==> src/rtl/tlg_pkg.sv <==
// Shared types and constants for the toroidal life generation step block.
// No dependencies; imported by tlg_req_if, tlg_cfg_if, tlg_life_row, tlg_seq and the top level.
package tlg_pkg;

  localparam int CFG_W     = 7;
  localparam int CFG_IDX_W = 1;
  localparam int REQ_W     = 2;
  localparam int COORD_W   = 6;

  localparam logic [CFG_W-1:0] ROWS_RESET = 7'd10;
  localparam logic [CFG_W-1:0] COLS_RESET = 7'd10;

  // B3/S23 neighbor counts
  localparam logic [3:0] BIRTH_COUNT   = 4'd3;
  localparam logic [3:0] SURVIVE_COUNT = 4'd2;

  typedef enum logic [CFG_IDX_W-1:0] {
    CFG_ROWS = 1'b0,
    CFG_COLS = 1'b1
  } cfg_idx_t;

  typedef enum logic [REQ_W-1:0] {
    REQ_WRITE   = 2'd0,
    REQ_READ    = 2'd1,
    REQ_ADVANCE = 2'd2
  } req_t;

  typedef enum logic [2:0] {
    ST_CLEAR,
    ST_IDLE,
    ST_ACCESS,
    ST_ADVANCE,
    ST_POST
  } state_t;

  typedef struct packed {
    logic cell_val;
    logic status;
  } tlg_res_t;

endpackage

==> src/rtl/tlg_req_if.sv <==
// Request channel: valid/ready plus request word fields.
// Depends on tlg_pkg.
interface tlg_req_if;
  import tlg_pkg::*;

  logic               valid;
  logic               ready;
  logic [REQ_W-1:0]   req_type;
  logic [COORD_W-1:0] row;
  logic [COORD_W-1:0] col;
  logic               cell_in;

  modport source (output valid, output req_type, output row, output col, output cell_in,
                  input ready);
  modport sink   (input valid, input req_type, input row, input col, input cell_in,
                  output ready);
endinterface

==> src/rtl/tlg_life_row.sv <==
// Next-generation row from a three-row window, columns wrapping at cols_eff.
// Depends on tlg_pkg.
module tlg_life_row #(
  parameter int MAX_COLS = 64,
  localparam int CIW     = (MAX_COLS > 1) ? $clog2(MAX_COLS) : 1
) (
  input  logic [tlg_pkg::CFG_W-1:0] cols_eff,
  input  logic [MAX_COLS-1:0]       w_up,
  input  logic [MAX_COLS-1:0]       w_mid,
  input  logic [MAX_COLS-1:0]       w_dn,
  output logic [MAX_COLS-1:0]       nxt
);
  import tlg_pkg::*;

  logic [CFG_W-1:0] cols_m1;
  logic             up_last, mid_last, dn_last;

  assign cols_m1  = cols_eff - 7'd1;
  // left neighbor of column 0 is the last column in use
  assign up_last  = w_up[cols_m1[CIW-1:0]];
  assign mid_last = w_mid[cols_m1[CIW-1:0]];
  assign dn_last  = w_dn[cols_m1[CIW-1:0]];

  for (genvar c = 0; c < MAX_COLS; c++) begin : g_cell
    localparam int LI = (c == 0) ? 0 : c - 1;
    localparam int RI = (c == MAX_COLS - 1) ? 0 : c + 1;
    localparam logic [CFG_W-1:0] CX = CFG_W'(c);

    logic       is_last;
    logic       lu, lm, ld, ru, rm, rd;
    logic [3:0] n;

    assign is_last = (CX == cols_m1);
    assign lu = (c == 0) ? up_last  : w_up[LI];
    assign lm = (c == 0) ? mid_last : w_mid[LI];
    assign ld = (c == 0) ? dn_last  : w_dn[LI];
    assign ru = is_last ? w_up[0]  : w_up[RI];
    assign rm = is_last ? w_mid[0] : w_mid[RI];
    assign rd = is_last ? w_dn[0]  : w_dn[RI];

    // tiny boards count coinciding neighbors once per position
    assign n = {3'b0, lu} + {3'b0, ru} + {3'b0, lm} + {3'b0, rm} +
               {3'b0, ld} + {3'b0, rd} + {3'b0, w_up[c]} + {3'b0, w_dn[c]};

    assign nxt[c] = (CX < cols_eff) &&
                    ((n == BIRTH_COUNT) || (w_mid[c] && (n == SURVIVE_COUNT)));
  end

endmodule

==> src/rtl/tlg_seq.sv <==
// Request sequencer: clear pass, cell read/modify/write, generation sweep.
// Depends on tlg_pkg, tlg_req_if and tlg_life_row.
module tlg_seq #(
  parameter int MAX_ROWS = 64,
  parameter int MAX_COLS = 64,
  localparam int RW      = (MAX_ROWS > 1) ? $clog2(MAX_ROWS) : 1,
  localparam int AW      = RW + 1
) (
  input  logic                      clk,
  input  logic                      rst_n,
  input  logic [tlg_pkg::CFG_W-1:0] rows_eff,
  input  logic [tlg_pkg::CFG_W-1:0] cols_eff,
  tlg_req_if.sink                   req,
  output logic                      res_valid,
  output tlg_pkg::tlg_res_t         res,
  input  logic                      res_ready,
  output logic                      mem_we,
  output logic [AW-1:0]             mem_waddr,
  output logic [MAX_COLS-1:0]       mem_wdata,
  output logic [AW-1:0]             mem_raddr,
  input  logic [MAX_COLS-1:0]       mem_rdata
);
  import tlg_pkg::*;

  localparam int CIW  = (MAX_COLS > 1) ? $clog2(MAX_COLS) : 1;
  localparam int RMAX = (MAX_ROWS < 127) ? MAX_ROWS : 127;
  localparam int KW   = $clog2(RMAX + 3);

  state_t               state_r, state_nxt;
  logic                 cur_buf_r, cur_buf_nxt;
  logic [AW-1:0]        clr_addr_r, clr_addr_nxt;
  logic [RW-1:0]        rd_row_r, rd_row_nxt;
  logic [RW-1:0]        wr_row_r, wr_row_nxt;
  logic [KW-1:0]        iss_cnt_r, iss_cnt_nxt;
  logic [1:0]           sh_cnt_r, sh_cnt_nxt;
  logic                 rd_vld_r, rd_vld_nxt;
  logic                 win_vld_r, win_vld_nxt;
  tlg_res_t             res_r, res_nxt;

  logic [REQ_W-1:0]     req_r;
  logic [COORD_W-1:0]   row_r;
  logic [COORD_W-1:0]   col_r;
  logic                 cell_r;
  logic [MAX_COLS-1:0]  win_r [3];

  logic [RW-1:0]        last_row;
  logic [KW-1:0]        iss_lim;
  logic                 issue;
  logic                 adv_done;
  logic                 oor;
  logic [CIW-1:0]       bit_idx;
  logic [MAX_COLS-1:0]  set_word;
  logic [MAX_COLS-1:0]  life_out;

  tlg_life_row #(.MAX_COLS(MAX_COLS)) u_life (
    .cols_eff (cols_eff),
    .w_up     (win_r[0]),
    .w_mid    (win_r[1]),
    .w_dn     (win_r[2]),
    .nxt      (life_out)
  );

  assign last_row  = RW'(rows_eff - 7'd1);
  // sweep reads row R-1, then 0..R-1, then 0 again: R+2 reads
  assign iss_lim   = KW'(rows_eff) + KW'(2);
  assign oor       = ({1'b0, row_r} >= rows_eff) || ({1'b0, col_r} >= cols_eff);
  assign bit_idx   = CIW'(col_r);
  assign req.ready = (state_r == ST_IDLE);
  assign res_valid = (state_r == ST_POST);
  assign res       = res_r;

  always_comb begin
    set_word          = mem_rdata;
    set_word[bit_idx] = cell_r;
  end

  always_comb begin
    state_nxt    = state_r;
    cur_buf_nxt  = cur_buf_r;
    clr_addr_nxt = clr_addr_r;
    rd_row_nxt   = rd_row_r;
    wr_row_nxt   = wr_row_r;
    iss_cnt_nxt  = iss_cnt_r;
    sh_cnt_nxt   = sh_cnt_r;
    res_nxt      = res_r;
    mem_we       = 1'b0;
    mem_waddr    = {cur_buf_r, RW'(row_r)};
    mem_wdata    = set_word;
    mem_raddr    = {cur_buf_r, RW'(req.row)};
    issue        = 1'b0;
    adv_done     = 1'b0;

    unique case (state_r)
      ST_CLEAR: begin
        mem_we       = 1'b1;
        mem_waddr    = clr_addr_r;
        mem_wdata    = '0;
        clr_addr_nxt = clr_addr_r + 1'b1;
        if (&clr_addr_r) begin
          state_nxt = ST_IDLE;
        end
      end
      ST_IDLE: begin
        if (req.valid) begin
          case (req.req_type) inside
            REQ_WRITE, REQ_READ: begin
              state_nxt = ST_ACCESS;
            end
            REQ_ADVANCE: begin
              state_nxt   = ST_ADVANCE;
              rd_row_nxt  = last_row;
              wr_row_nxt  = '0;
              iss_cnt_nxt = '0;
              sh_cnt_nxt  = '0;
            end
            default: begin
              res_nxt   = '0;
              state_nxt = ST_POST;
            end
          endcase
        end
      end
      ST_ACCESS: begin
        // row word was read at accept; it is valid this cycle
        mem_we           = (req_r == REQ_WRITE) && !oor;
        res_nxt.status   = oor;
        res_nxt.cell_val = (req_r == REQ_READ) && !oor && mem_rdata[bit_idx];
        state_nxt        = ST_POST;
      end
      ST_ADVANCE: begin
        mem_raddr = {cur_buf_r, rd_row_r};
        issue     = (iss_cnt_r < iss_lim);
        if (issue) begin
          iss_cnt_nxt = iss_cnt_r + 1'b1;
          rd_row_nxt  = (rd_row_r == last_row) ? '0 : rd_row_r + 1'b1;
        end
        if (rd_vld_r && (sh_cnt_r != 2'd3)) begin
          sh_cnt_nxt = sh_cnt_r + 2'd1;
        end
        if (win_vld_r) begin
          // sweep reads one buffer and writes the other: no overlap
          mem_we     = 1'b1;
          mem_waddr  = {~cur_buf_r, wr_row_r};
          mem_wdata  = life_out;
          wr_row_nxt = wr_row_r + 1'b1;
          if (wr_row_r == last_row) begin
            adv_done    = 1'b1;
            cur_buf_nxt = ~cur_buf_r;
            res_nxt     = '0;
            state_nxt   = ST_POST;
          end
        end
      end
      ST_POST: begin
        if (res_ready) begin
          state_nxt = ST_IDLE;
        end
      end
      default: begin
        state_nxt = ST_IDLE;
      end
    endcase

    rd_vld_nxt  = issue;
    win_vld_nxt = rd_vld_r && (sh_cnt_r >= 2'd2);
  end

  always_ff @(posedge clk) begin
    if (!rst_n) begin
      state_r    <= ST_CLEAR;
      cur_buf_r  <= 1'b0;
      clr_addr_r <= '0;
      rd_row_r   <= '0;
      wr_row_r   <= '0;
      iss_cnt_r  <= '0;
      sh_cnt_r   <= '0;
      rd_vld_r   <= 1'b0;
      win_vld_r  <= 1'b0;
    end else begin
      state_r    <= state_nxt;
      cur_buf_r  <= cur_buf_nxt;
      clr_addr_r <= clr_addr_nxt;
      rd_row_r   <= rd_row_nxt;
      wr_row_r   <= wr_row_nxt;
      iss_cnt_r  <= iss_cnt_nxt;
      sh_cnt_r   <= sh_cnt_nxt;
      rd_vld_r   <= rd_vld_nxt;
      win_vld_r  <= win_vld_nxt;
    end
  end

  always_ff @(posedge clk) begin
    res_r <= res_nxt;
    if ((state_r == ST_IDLE) && req.valid) begin
      req_r  <= req.req_type;
      row_r  <= req.row;
      col_r  <= req.col;
      cell_r <= req.cell_in;
    end
    if (rd_vld_r) begin
      win_r[0] <= win_r[1];
      win_r[1] <= win_r[2];
      win_r[2] <= mem_rdata;
    end
  end

`ifndef SYNTHESIS
  a_idle_no_write: assert property (@(posedge clk) disable iff (!rst_n)
    (state_r == ST_IDLE) |-> !mem_we)
    else $error("board written while idle");

  a_sweep_dst: assert property (@(posedge clk) disable iff (!rst_n)
    ((state_r == ST_ADVANCE) && mem_we) |-> (mem_waddr[AW-1] != cur_buf_r))
    else $error("sweep wrote the current buffer");

  a_window_full: assert property (@(posedge clk) disable iff (!rst_n)
    win_vld_r |-> (sh_cnt_r == 2'd3))
    else $error("window used before three rows loaded");

  a_buf_swap: assert property (@(posedge clk) disable iff (!rst_n)
    adv_done |=> (cur_buf_r != $past(cur_buf_r)))
    else $error("buffers did not swap after sweep");

  a_write_in_range: assert property (@(posedge clk) disable iff (!rst_n)
    ((state_r == ST_ACCESS) && mem_we) |-> !res_nxt.status)
    else $error("cell write with coordinate out of range");
`endif

endmodule

==> src/flat_wrapper.sv <==
// flat-port wrapper written by rule: the top's interface ports become plain ports
module tlg_seq_flat import tlg_pkg::*;
#(
  parameter int MAX_ROWS = 64,
  parameter int MAX_COLS = 64,
  localparam int RW      = (MAX_ROWS > 1) ? $clog2(MAX_ROWS) : 1,
  localparam int AW      = RW + 1
)
  (clk, rst_n, rows_eff, cols_eff, res_valid, res, res_ready, mem_we, mem_waddr, mem_wdata, mem_raddr, mem_rdata, req_valid, req_req_type, req_row, req_col, req_cell_in, req_ready);
  tlg_req_if req_i ();
  input  logic clk;
  input  logic rst_n;
  input  logic [tlg_pkg::CFG_W-1:0] rows_eff;
  input  logic [tlg_pkg::CFG_W-1:0] cols_eff;
  output logic res_valid;
  output tlg_pkg::tlg_res_t res;
  input  logic res_ready;
  output logic mem_we;
  output logic [AW-1:0] mem_waddr;
  output logic [MAX_COLS-1:0] mem_wdata;
  output logic [AW-1:0] mem_raddr;
  input  logic [MAX_COLS-1:0] mem_rdata;
  input wire logic [$bits(req_i.valid)-1:0] req_valid;
  input wire logic [$bits(req_i.req_type)-1:0] req_req_type;
  input wire logic [$bits(req_i.row)-1:0] req_row;
  input wire logic [$bits(req_i.col)-1:0] req_col;
  input wire logic [$bits(req_i.cell_in)-1:0] req_cell_in;
  output wire logic [$bits(req_i.ready)-1:0] req_ready;
  assign req_i.valid = req_valid;
  assign req_i.req_type = req_req_type;
  assign req_i.row = req_row;
  assign req_i.col = req_col;
  assign req_i.cell_in = req_cell_in;
  assign req_ready = req_i.ready;
  tlg_seq #(.MAX_ROWS(MAX_ROWS), .MAX_COLS(MAX_COLS)) u_core (.clk(clk), .rst_n(rst_n), .rows_eff(rows_eff), .cols_eff(cols_eff), .req(req_i), .res_valid(res_valid), .res(res), .res_ready(res_ready), .mem_we(mem_we), .mem_waddr(mem_waddr), .mem_wdata(mem_wdata), .mem_raddr(mem_raddr), .mem_rdata(mem_rdata));
endmodule
==> config.mk <==
export PLATFORM = sky130hd
export DESIGN_NAME = tlg_seq_flat
export DESIGN_NICKNAME = d
export VERILOG_FILES = /design/src/rtl/tlg_pkg.sv /design/src/rtl/tlg_req_if.sv /design/src/rtl/tlg_life_row.sv /design/src/rtl/tlg_seq.sv /design/src/flat_wrapper.sv
export SDC_FILE = /design/constraint.sdc
export NUM_CORES = 1
export LEC_CHECK = 0
export ABC_CLOCK_PERIOD_IN_PS = 15500
export BUFFER_PORTS_ARGS = -buffer_cell sky130_fd_sc_hd__buf_2
export CORE_MARGIN = 8
export CORE_UTILIZATION = 45
export CTS_CLUSTER_DIAMETER = 60
export CTS_CLUSTER_SIZE = 10
export DETAILED_ROUTE_END_ITERATION = 8
export SYNTH_ARGS = -nofsm -noshare
export SYNTH_HDL_FRONTEND = slang
export SYNTH_SLANG_ARGS = --single-unit
==> constraint.sdc <==
create_clock -name clk -period 15.5 [get_ports clk]
set_input_delay 4.65 -clock clk [delete_from_list [all_inputs] [get_ports clk]]
set_output_delay 4.65 -clock clk [all_outputs]
set_load 0.005 [all_outputs]
## After elaboration in Yosys (flattened, before gate mapping)

Memories as Yosys holds them, arrays and structs flattened.
Cells that the tools add are included.

- Flip-flop bits (word level): 51
- Memory bits (writable): 192
- Input bits: 97
- Output and inout port bits: 83
- Logic and storage cells: 1,214
- Memories: 1

- $add $sub $neg: 456
- Order comparisons: 71
- Equal/unequal tests: 210
- Multiplexer cells: 244
- Bitwise operators: 1
- Reductions and logical operators: 216

Memory list:

| memory | depth | width | rd ports | clocked after memory_dff | wr ports | line | source |
|---|---|---|---|---|---|---|---|
| u_core.win_r | 3 | 64 | 3 | 0 | 3 | tlg_seq.sv:44 | `logic [MAX_COLS-1:0] win_r [3];` |

Operators with widths:

| cell | count |
|---|---|
| $add A4 B1 Y4 | 256 |
| $eq A4 B2 Y1 const B | 128 |
| $add A3 B1 Y4 | 64 |
| $lt A6 B7 Y1 const A | 32 |
| $eq A6 B7 Y1 const A | 31 |
| $mux W1 | 197 |
| $add A2 B1 Y3 | 64 |
| $logic_and A1 B1 Y1 | 135 |
| $add A1 B1 Y2 | 64 |
| $pmux W64 S2 | 1 |
| $eq A5 B7 Y1 const A | 16 |
| $lt A5 B7 Y1 const A | 16 |
| $logic_or A1 B1 Y1 | 65 |
| $bwmux W64 | 1 |
| $mux W64 | 1 |
| $mux W6 | 10 |
| $eq A4 B7 Y1 const A | 8 |
| $lt A4 B7 Y1 const A | 8 |
| $mux W7 | 5 |
| $eq A3 B7 Y1 const A | 4 |
| $lt A3 B7 Y1 const A | 4 |
| $pmux W7 S2 | 2 |
| $bmux W1 S6 | 4 |
| $pmux W6 S2 | 2 |
| other kinds (43) | 80 |

## Logic depth before layout (Yosys ltp)

Gate-level depths: netlist (run 1).

- Word-level depth: 16
- Gate-level depth with buffers: 23
- Gate-level depth less buffers: 19

## Modules after synthesis

A second synthesis (run 1) with hierarchy kept.

- Cells, all modules: 2,461
- Area total of the unflattened synthesis: 26,419.1 µm²

Modules (own cells, without submodules):

| module | instances | cells an instance | area each (µm²) | seq. area each (µm²) |
|---|---|---|---|---|
| tlg_life_row | 1 | 1,526 | 15,001.9 | 0.0 |
| tlg_seq | 1 | 935 | 11,417.2 | 6,956.7 |

## Worst setup path before layout (run 1)

Ideal clock, no wire load.

- Path type: input-to-output
- Start point: input cols_eff[0] in the netlist's numbering
- End point: output mem_wdata[48]
- Arrival: 9.524 ns
- Required time: 10.850 ns
- Slack: 1.326 ns
- Stages: 17
- Path buffers: 2
- Cells stage by stage: buf_2 -> inv_1 -> ha_1 -> buf_4 -> xnor2_1 -> nand2_1 -> nor2_1 -> mux2_2 -> fa_1 -> inv_1 -> fa_1 -> fa_1 -> inv_1 -> ha_1 -> fa_1 -> o221ai_1 -> o32ai_1

- Word-level cells in the longest chain between the ends: 16
- Elaborated cells on any way between the ends: 20
- Classes of those cells: 8 x add/sub; 1 x order compare; 3 x eq/ne; 5 x mux; 3 x reduce/logical

Ends and longest elaborated chain:

| what | line | source |
|---|---|---|
| from (decl) | flat_wrapper.sv:14 | `input logic [tlg_pkg::CFG_W-1:0] cols_eff;` |
| $sub A7 B1 Y7 | tlg_life_row.sv:18 | `assign cols_m1 = cols_eff - 7'd1;` |
| $eq A6 B7 Y1 | tlg_life_row.sv:33 | `assign is_last = (CX == cols_m1);` |
| $mux W1 | tlg_life_row.sv:37 | `assign ru = is_last ? w_up[0] : w_up[RI];` |
| $add A1 B1 Y2 | tlg_life_row.sv:42 | `assign n = {3'b0, lu} + {3'b0, ru} + {3'b0, lm} + {3'b0, rm} +` |
| $add A2 B1 Y3 | tlg_life_row.sv:42 |  |
| $add A3 B1 Y4 | tlg_life_row.sv:42 |  |
| $add A4 B1 Y4 | tlg_life_row.sv:42 |  |
| $add A4 B1 Y4 (3 in a row) | tlg_life_row.sv:43 | `{3'b0, ld} + {3'b0, rd} + {3'b0, w_up[c]} + {3'b0, w_dn[c]};` |
| $eq A4 B2 Y1 | tlg_life_row.sv:46 | `((n == BIRTH_COUNT) \|\| (w_mid[c] && (n == SURVIVE_COUNT)));` |
| $logic_and A1 B1 Y1 | tlg_life_row.sv:46 |  |
| $logic_or A1 B1 Y1 | tlg_life_row.sv:46 |  |
| $logic_and A1 B1 Y1 (*) | tlg_life_row.sv:45 | `assign nxt[c] = (CX < cols_eff) &&` |
| $mux W64 (*) | tlg_seq.sv:140 | `if (win_vld_r) begin` |
| $pmux W64 S2 (*) | tlg_seq.sv:93 | `unique case (state_r)` |
| to (decl) | flat_wrapper.sv:20 | `output logic [MAX_COLS-1:0] mem_wdata;` |

Every way passes the cells marked *; elsewhere a longest branch is shown, timed or not.

## Worst setup path in the final report (run 1)

- Start point: input cols_eff[1] in the netlist's numbering
- End point: output mem_wdata[62]

The elaborated chain is that of the path after synthesis.

==> results of run 1 <==
-- path summary, 6_finish.rpt --
check | to | slack (ns) | cells after the start
max | mem_wdata[62] | 0.44 | 19
min | u_core.win_r[0][89] | 0.45 | 0
max reg2reg | u_core.res[1] | 12.08 | 10
min reg2reg | u_core.win_r[0][89] | 0.45 | 0
-- final cells by class --
cell class	instances	area [um^2]	share of cell area
Sequential cell	243	6960	0.2345
Clock buffer	51	1072	0.03613
Tap cell	773	967.2	0.03259
Multi-Input combinational cell	1802	17360	0.5849
Antenna cell	4	10.01	0.0003373
Inverter	467	1753	0.05906
Clock inverter	17	203.9	0.006872
Timing Repair Buffer	236	1351	0.04553
-- sequential cells by signal, summed over array words and instances, names as in the netlist --
signal / count
u_core.res: 2
u_core.cell_r: 1
u_core.iss_cnt_r: 7
u_core.win_r: 192
u_core.wr_row_r: 6
u_core.req_r: 2
u_core.row_r: 6
u_core.win_vld_r: 1
u_core.cur_buf_r: 1
u_core.rd_vld_r: 1
u_core.sh_cnt_r: 2
u_core.bit_idx: 6
u_core.rd_row_r: 6
u_core.clr_addr_r: 7
u_core.state_r: 3
-- metrics by stage --
step / total power, mW / hold slack, ns / utilization / std cells / setup WS, ns
floorplan: 0.8330 / 0.4244 / - / 2615 / 1.326
global placement: 0.9145 / 0.4310 / 0.4838 / 3521 / 0.5591
detailed placement: 0.9166 / 0.4317 / 0.4838 / 3521 / 0.4515
CTS: 1.824 / 0.4446 / 0.5056 / 3589 / 0.4352
global route: 1.863 / 0.4479 / 0.5056 / 3589 / 0.2478
finish: 1.818 / 0.4468 / 0.5057 / 3593 / 0.4375
-- metal layers --
layer  routed length (um)  global-route usage  share of wire  vias to the layer above
met5                    0                   0              0                        -
met4                 5731              0.1470          0.061                        0
met3                 9481             0.06672           0.10                      283
met2                42600              0.4303           0.45                     1146
met1                36190              0.3560           0.38                    10820
li1                     -                   -              -                     9510
-- layout by cell type, fill, tap and decap left out, types with 13 or more instances in the layout --
cell type / synthesis / final
xnor2_1: 20 / 20
nor2_1: 115 / 112
dfxtp_1: 34 / 33
buf_4: 7 / 56
nand3_1: 108 / 108
mux4_2: 57 / 57
fa_1: 256 / 256
inv_1: 462 / 461
nor3_1: 13 / 13
buf_2: 22 / 178
o32ai_1: 28 / 28
and3_1: 22 / 22
a21oi_1: 101 / 101
mux2i_1: 137 / 137
clkbuf_16: 0 / 40
o21ai_0: 138 / 137
o22ai_1: 40 / 40
xor2_1: 13 / 13
ha_1: 226 / 225
o221ai_1: 41 / 41
mux2_2: 65 / 65
nand2_1: 212 / 212
o2111ai_1: 31 / 31
edfxtp_1: 209 / 209
o21a_1: 32 / 32
-- kinds of logic (layout without fill, tap and decap cells) --
kind of cell	count (synthesis)	count (layout)	synth area share
DFF	243	243	0.2624
other	0	4	0
xor gates and xnor gates	38	38	0.01492
buffers and inverters	570	771	0.08303
muxes	259	259	0.1278
and+or+nand+nor	544	544	0.09412
adders and majority gates	482	482	0.3000
AOI/OAI and AO/OA	479	479	0.1177
-- power by group --
| group | switching, mW | internal (mW) | total [mW] |
|---|---|---|---|
| registers | 0.000764 | 0.704 | 0.704 |
| logic | 0.127 | 0.0783 | 0.205 |
| clock network | 0.355 | 0.553 | 0.908 |
-- worst register-to-register path, stage by stage, from the launching register on --
cell	delay [ns]
edfxtp_1	0.32
buf_4	0.42
clkinv_1	0.26
ha_1	0.31
nand2b_1	0.14
a21o_1	0.21
a21oi_1	0.22
nor2_1	0.14
or4_1	0.58
a2111oi_0	0.48
buf_4	0.22
==> flow_metrics.py, run 1 <==
metrics = {
    "run_status": {
        "outcome": "completed",
    },
    "sta": {
        "finalCriticalPeriod_ns": 15.06,
        "slew_headroom": 0.1555,
        "max_freq_mhz": 66.39,
        "post-route-period-util": 0.9718,
        "slew_viol_final": 0,
        "setup_viol": 0,
        "rsz0062_at_grt": "false",
        "finClkSkew_ns": 0.02289,
        "tns_ns": 0,
        "worst_pin_slew_ns": 1.258,
        "hold_viol": 0,
    },
    "cells_and_area": {
        "drive_above_1_share": 0.1559,
        "area_delta_synth_final_pct": 11.96,
        "fin_nets": 3366,
        "fin_area_um2": 29680,
        "fillers": 5351,
    },
    "yosys": {
        "synth.distinct_cells": 78,
        "seq_area_frac_synth": 0.2624,
        "postSynth.asyncResetShare": 0,
        "synth_seq_cells": 243,
        "synthCells": 2615,
        "synth_area_leader_cell": "edfxtp_1",
        "synth_area_leaders": "edfxtp_1 (24%), fa_1 (19%), ha_1 (11%)",
        "synth_edf_count": 209,
        "ys_warn_count": 0,
        "postSynthAreaPerCell_um2": 10.14,
        "syn_area_um2": 26510,
        "synth_nets": 3194,
        "ys.flop_type": "edfxtp_1",
        "netlist.area_leader.share": 0.2368,
        "synth_common_cells": "inv_1 (462), fa_1 (256), ha_1 (226)",
        "synth_most_common_cell": "inv_1",
    },
    "clocking": {
        "cts_root_buf": "clkbuf_16",
        "cts_tree": "built",
        "cts.sinks": 243,
        "clk-insertion-delay-late_ns": 0.58,
        "ctsResizeCount": 0,
        "h-tree-depth": 2,
        "postCtsSetupBuffers": 0,
        "hold_buffers": 0,
        "cts.path.max_buffers": 3,
        "numCtsBuffers": 37,
        "cts.clk_slew.worst_paths_ns": 0.06,
    },
    "critical_path": {
        "crit_slowest_cell": "fa_1",
        "startpoint_type": "primary input",
        "slowest_delay_ns": 0.56,
        "worstPathRequired_ns": 10.85,
        "r2r-start": "u_core.bit_idx[0]",
        "worstSetupPathType": "in2out",
        "cp.arrival_ns": 10.41,
        "path_cells": "buf_2 > inv_1 > ha_1 > nor3b_2 > and3_1 > o2bb2a_1 > nand2_1 > nor2_1 > mux2_2 > fa_1 > inv_1 > fa_1 > fa_1 > inv_1 > ha_1 > fa_1 > o221ai_1 > o32ai_1 > buf_2",
        "critPathMostFrequentCell": "fa_1",
        "cp-end-kind": "primary output",
        "critPathBufInv": 5,
        "path_max_fanout": 8,
        "cp_top_family": "adder cells",
        "startpoint": "cols_eff[1]",
    },
    "grt": {
        "grt_antenna_before_repair": 4,
        "grt_usage": 0.2767,
        "grt_pass1_wl_mm": 140.5,
        "overflow": 0,
        "grt_start_max_net_pins": 77,
        "grt_pass1_vias": 22310,
    },
    "die": {
        "pin_count": 180,
        "die_width_um": 258.7,
        "row_count": 89,
        "start_util": 0.4517,
        "die_y_um": 258.7,
        "coreArea_um2": 58690,
        "dieArea_um2": 66930,
    },
    "routing": {
        "dr.pass1.iters": 8,
        "num_vias": 21760,
        "drt-initial-drc-count": 2333,
        "wl_per_cell_um": 26.16,
        "drt_wl_total_mm": 94.00,
        "postRouteAntennaNets": 0,
        "drc_errors": 0,
        "viasPerCell": 6.056,
    },
    "placement": {
        "place_area_um2": 28390,
        "hpwl_mm": 70.76,
        "numPortBuffers": 179,
        "gp_congestion": 0.9944,
    },
    "power_and_ir_drop": {
        "total_leakage_power_nw": 13.16,
        "peakVddDrop_v": 0.00006651,
        "power_density_nw_per_um2": 61.25,
    },
    "worst_hold_path": {
        "min_from": "u_core.win_r[0][153]",
        "min_path_type": "reg2reg",
    },
    "job": {
        "drv_cap": 0,
    },
}
Note: power is estimated with default switching activity, not from simulation.
==> run 2, diff against run 1 <==
--- a/config.mk
+++ b/config.mk
@@ -5,13 +5,14 @@
 export SDC_FILE = /design/constraint.sdc
 export NUM_CORES = 1
 export LEC_CHECK = 0
-export ABC_CLOCK_PERIOD_IN_PS = 15500
 export BUFFER_PORTS_ARGS = -buffer_cell sky130_fd_sc_hd__buf_2
 export CORE_MARGIN = 8
 export CORE_UTILIZATION = 45
 export CTS_CLUSTER_DIAMETER = 60
 export CTS_CLUSTER_SIZE = 10
 export DETAILED_ROUTE_END_ITERATION = 8
+export GPL_TIMING_DRIVEN = 0
 export SYNTH_ARGS = -nofsm -noshare
 export SYNTH_HDL_FRONTEND = slang
+export SYNTH_HIERARCHICAL = 1
 export SYNTH_SLANG_ARGS = --single-unit
==> flow_metrics.py, run 2 <==
metrics = {
    "run_status": {
        "outcome": "complete, but fails checks",
        "violations": "capacitance limit, slew limit",
    },
    "cells_and_area": {
        "largest_reg_flops": 192,
        "reg_top3": "u_core/win_r x192, u_core/clr_addr_r x7, u_core/iss_cnt_r x7",
        "area_delta_synth_final_pct": 13.49,
        "fillers": 5379,
        "fin_nets": 3270,
        "largest_register": "u_core/win_r",
        "layout_common_cells": "fa_1 (256), inv_1 (225), ha_1 (224)",
        "layout_commonest_cell": "fa_1",
        "final_core_util": 0.5119,
        "fin_area_um2": 29980,
        "drive_above_1_share": 0.1765,
    },
    "yosys": {
        "synth.distinct_cells": 88,
        "ys_warn_count": 6,
        "synth_area_leaders": "edfxtp_1 (24%), fa_1 (19%), ha_1 (11%)",
        "netlist.area_leader.share": 0.2376,
        "synthCells": 2461,
        "synth_nets": 3039,
        "ys.flop_type": "edfxtp_1",
        "postSynthAreaPerCell_um2": 10.74,
        "synth_area_leader_cell": "edfxtp_1",
        "syn_area_um2": 26420,
        "seq_area_frac_synth": 0.2633,
        "postSynth.asyncResetShare": 0,
        "synth_seq_cells": 243,
        "synth_edf_count": 209,
        "synth_common_cells": "fa_1 (256), inv_1 (226), ha_1 (225)",
        "synth_most_common_cell": "fa_1",
    },
    "worst_hold_path": {
        "min_from": "u_core/sh_cnt_r[1]",
        "min_path_type": "reg2reg",
        "worst_hold_path.endpoint": "u_core/sh_cnt_r[1]",
        "holdPathStages": 2,
    },
    "sta": {
        "max_freq_mhz": 65.06,
        "slew_viol_final": 18,
        "post-route-period-util": 0.9916,
        "setup_viol": 0,
        "rsz0062_at_grt": "false",
        "hold_viol": 0,
        "worst_pin_slew_ns": 1.640,
        "setup_ws_ns": 0.1305,
        "finClkSkew_ns": 0.01565,
        "finalCriticalPeriod_ns": 15.37,
        "slew_headroom": -0.09906,
    },
    "job": {
        "drv_cap": 2,
    },
    "critical_path": {
        "path_max_fanout": 11,
        "slowest_delay_ns": 0.54,
        "worstSetupPathType": "in2out",
        "critPathBufInv": 10,
        "critPathMostFrequentCell": "fa_1",
        "cp.arrival_ns": 10.72,
        "startpoint_type": "primary input",
        "crit_slowest_cell": "fa_1",
        "startpoint": "cols_eff[0]",
        "r2r-start": "u_core/bit_idx[0]",
        "cp-end-kind": "primary output",
        "cp.depth": 25,
        "r2r_slack_ns": 12.23,
        "cp_top_family": "adder cells",
        "worstPathRequired_ns": 10.85,
        "rr_worst_depth": 9,
        "r2r-end": "u_core/res[1]",
    },
    "placement": {
        "numPortBuffers": 176,
        "dp_slack_ns": -2.828,
        "hpwl_mm": 79.79,
        "place_area_um2": 28350,
        "gp_congestion": 1.036,
    },
    "die": {
        "start_util": 0.4510,
        "row_count": 89,
        "coreArea_um2": 58570,
        "die_width_um": 258.3,
        "dieArea_um2": 66720,
        "die_y_um": 258.3,
        "pin_count": 180,
    },
    "power_and_ir_drop": {
        "seq_power_share": 0.321,
        "power.share.clock": 0.390,
        "total_leakage_power_nw": 13.05,
        "p_comb_frac": 0.290,
        "switching_share": 0.3635,
        "power_density_nw_per_um2": 76.80,
        "internal_power_mw": 1.466,
        "p_sw_mw": 0.8370,
        "peakVddDrop_v": 0.00007633,
    },
    "clocking": {
        "cts_root_buf": "clkbuf_16",
        "cts.sinks": 243,
        "clk-insertion-delay-late_ns": 0.58,
        "cts.path.max_buffers": 3,
        "hold_buffers": 0,
        "numCtsBuffers": 40,
        "cts.clk_slew.worst_paths_ns": 0.05,
        "h-tree-depth": 2,
        "cts_tree": "built",
    },
    "routing": {
        "drt_wl_total_mm": 106.6,
        "num_vias": 22270,
        "wl_per_cell_um": 30.49,
        "dr.pass1.iters": 8,
        "drc_errors": 0,
        "drt-initial-drc-count": 2450,
        "viasPerCell": 6.371,
        "postRouteAntennaNets": 0,
    },
    "grt": {
        "overflow": 0,
        "grt_antenna_before_repair": 12,
        "grt_pass1_wl_mm": 156.0,
        "grt_pass1_vias": 23000,
        "grt_start_max_net_pins": 57,
        "grt_usage": 0.3168,
    },
}
[run 2: cells by family (layout without fill, tap and decap cells)]
kind of cell / count (synthesis) / in the layout / share of synthesized area
xor+xnor: 38 / 38 / 0.01530
compound gates: 451 / 451 / 0.1066
buf+inv: 338 / 597 / 0.05191
flops: 243 / 243 / 0.2633
mux: 328 / 328 / 0.1547
other cells: 0 / 2 / 0
fa+ha+maj: 481 / 481 / 0.3005
simple gates: 582 / 582 / 0.1077
[run 2: per-stage QoR]
stage | power [mW] | hold WS (ns) | std cells | setup TNS, ns
floorplan | 1.042 | 0.4492 | 2461 | 0
global placement | 1.369 | 0.4790 | 3410 | -69.55
detailed placement | 1.377 | 0.4985 | 3413 | -75.95
CTS | 2.283 | 0.5065 | 3483 | 0
global route | 2.366 | 0.5218 | 3493 | 0
finish | 2.303 | 0.5070 | 3495 | 0
[run 2: worst reg2reg max path: cells and delay by family, from the launching register on]
kind,cells,cell delay [ns]
AOI/OAI and AO/OA,4,1.06
adders and majority gates,1,0.30
buffers and inverters,2,0.52
DFF,1,0.42
and+or+nand+nor,2,0.69
[run 2: area by class of cell]
| cell class | instances | area, um^2 | area share |
|---|---|---|---|
| inverters | 226 | 852.1 | 0.02842 |
| clock inverters | 19 | 193.9 | 0.006468 |
| well taps | 773 | 967.2 | 0.03226 |
| repair buffers | 190 | 1041 | 0.03472 |
| plain buffers | 111 | 644.4 | 0.02149 |
| flip-flops and latches | 243 | 6960 | 0.2321 |
| multi-input cells | 1880 | 18220 | 0.6078 |
| clock buffers | 51 | 1095 | 0.03651 |
| diodes | 2 | 5.005 | 0.0001669 |
[run 2: how the worst max path moves through the flow]
stage,endpoint,slack [ns]
after floorplan,mem_wdata[0],0.41
after global placement,mem_wdata[0],-2.74
after detailed placement,mem_wdata[0],-2.83
after CTS,mem_wdata[0],0.003
after global routing,mem_wdata[0],0.01
final,mem_wdata[0],0.13
[run 2: per-layer routing]
| layer | vias to the layer above | part of all wire | wire, um | track usage |
|---|---|---|---|---|
| met2 | 1371 | 0.43 | 46160 | 0.4770 |
| met4 | 20 | 0.074 | 7874 | 0.1918 |
| li1 | 9327 | - | - | - |
| met3 | 380 | 0.11 | 12000 | 0.09317 |
| met1 | 11170 | 0.38 | 40340 | 0.4005 |
| met5 | - | 0.0018 | 190 | 0.009496 |
[run 2: power groups by stage]
| stage | sequential, mW | combinational, mW | clock, mW |
|---|---|---|---|
| final | 0.738 | 0.667 | 0.897 |
| after global routing | 0.739 | 0.692 | 0.934 |
| after CTS | 0.737 | 0.636 | 0.909 |
| after detailed placement | 0.750 | 0.626 | 0 |
| after global placement | 0.751 | 0.618 | 0 |
| after floorplan | 0.743 | 0.299 | 0 |
[run 2: timing repair]
action / CTS / global route
resized for setup: 63 / 20
pin swaps: 0 / 6
setup buffers: 1 / 10
endpoints found under the setup margin: 63 / 16
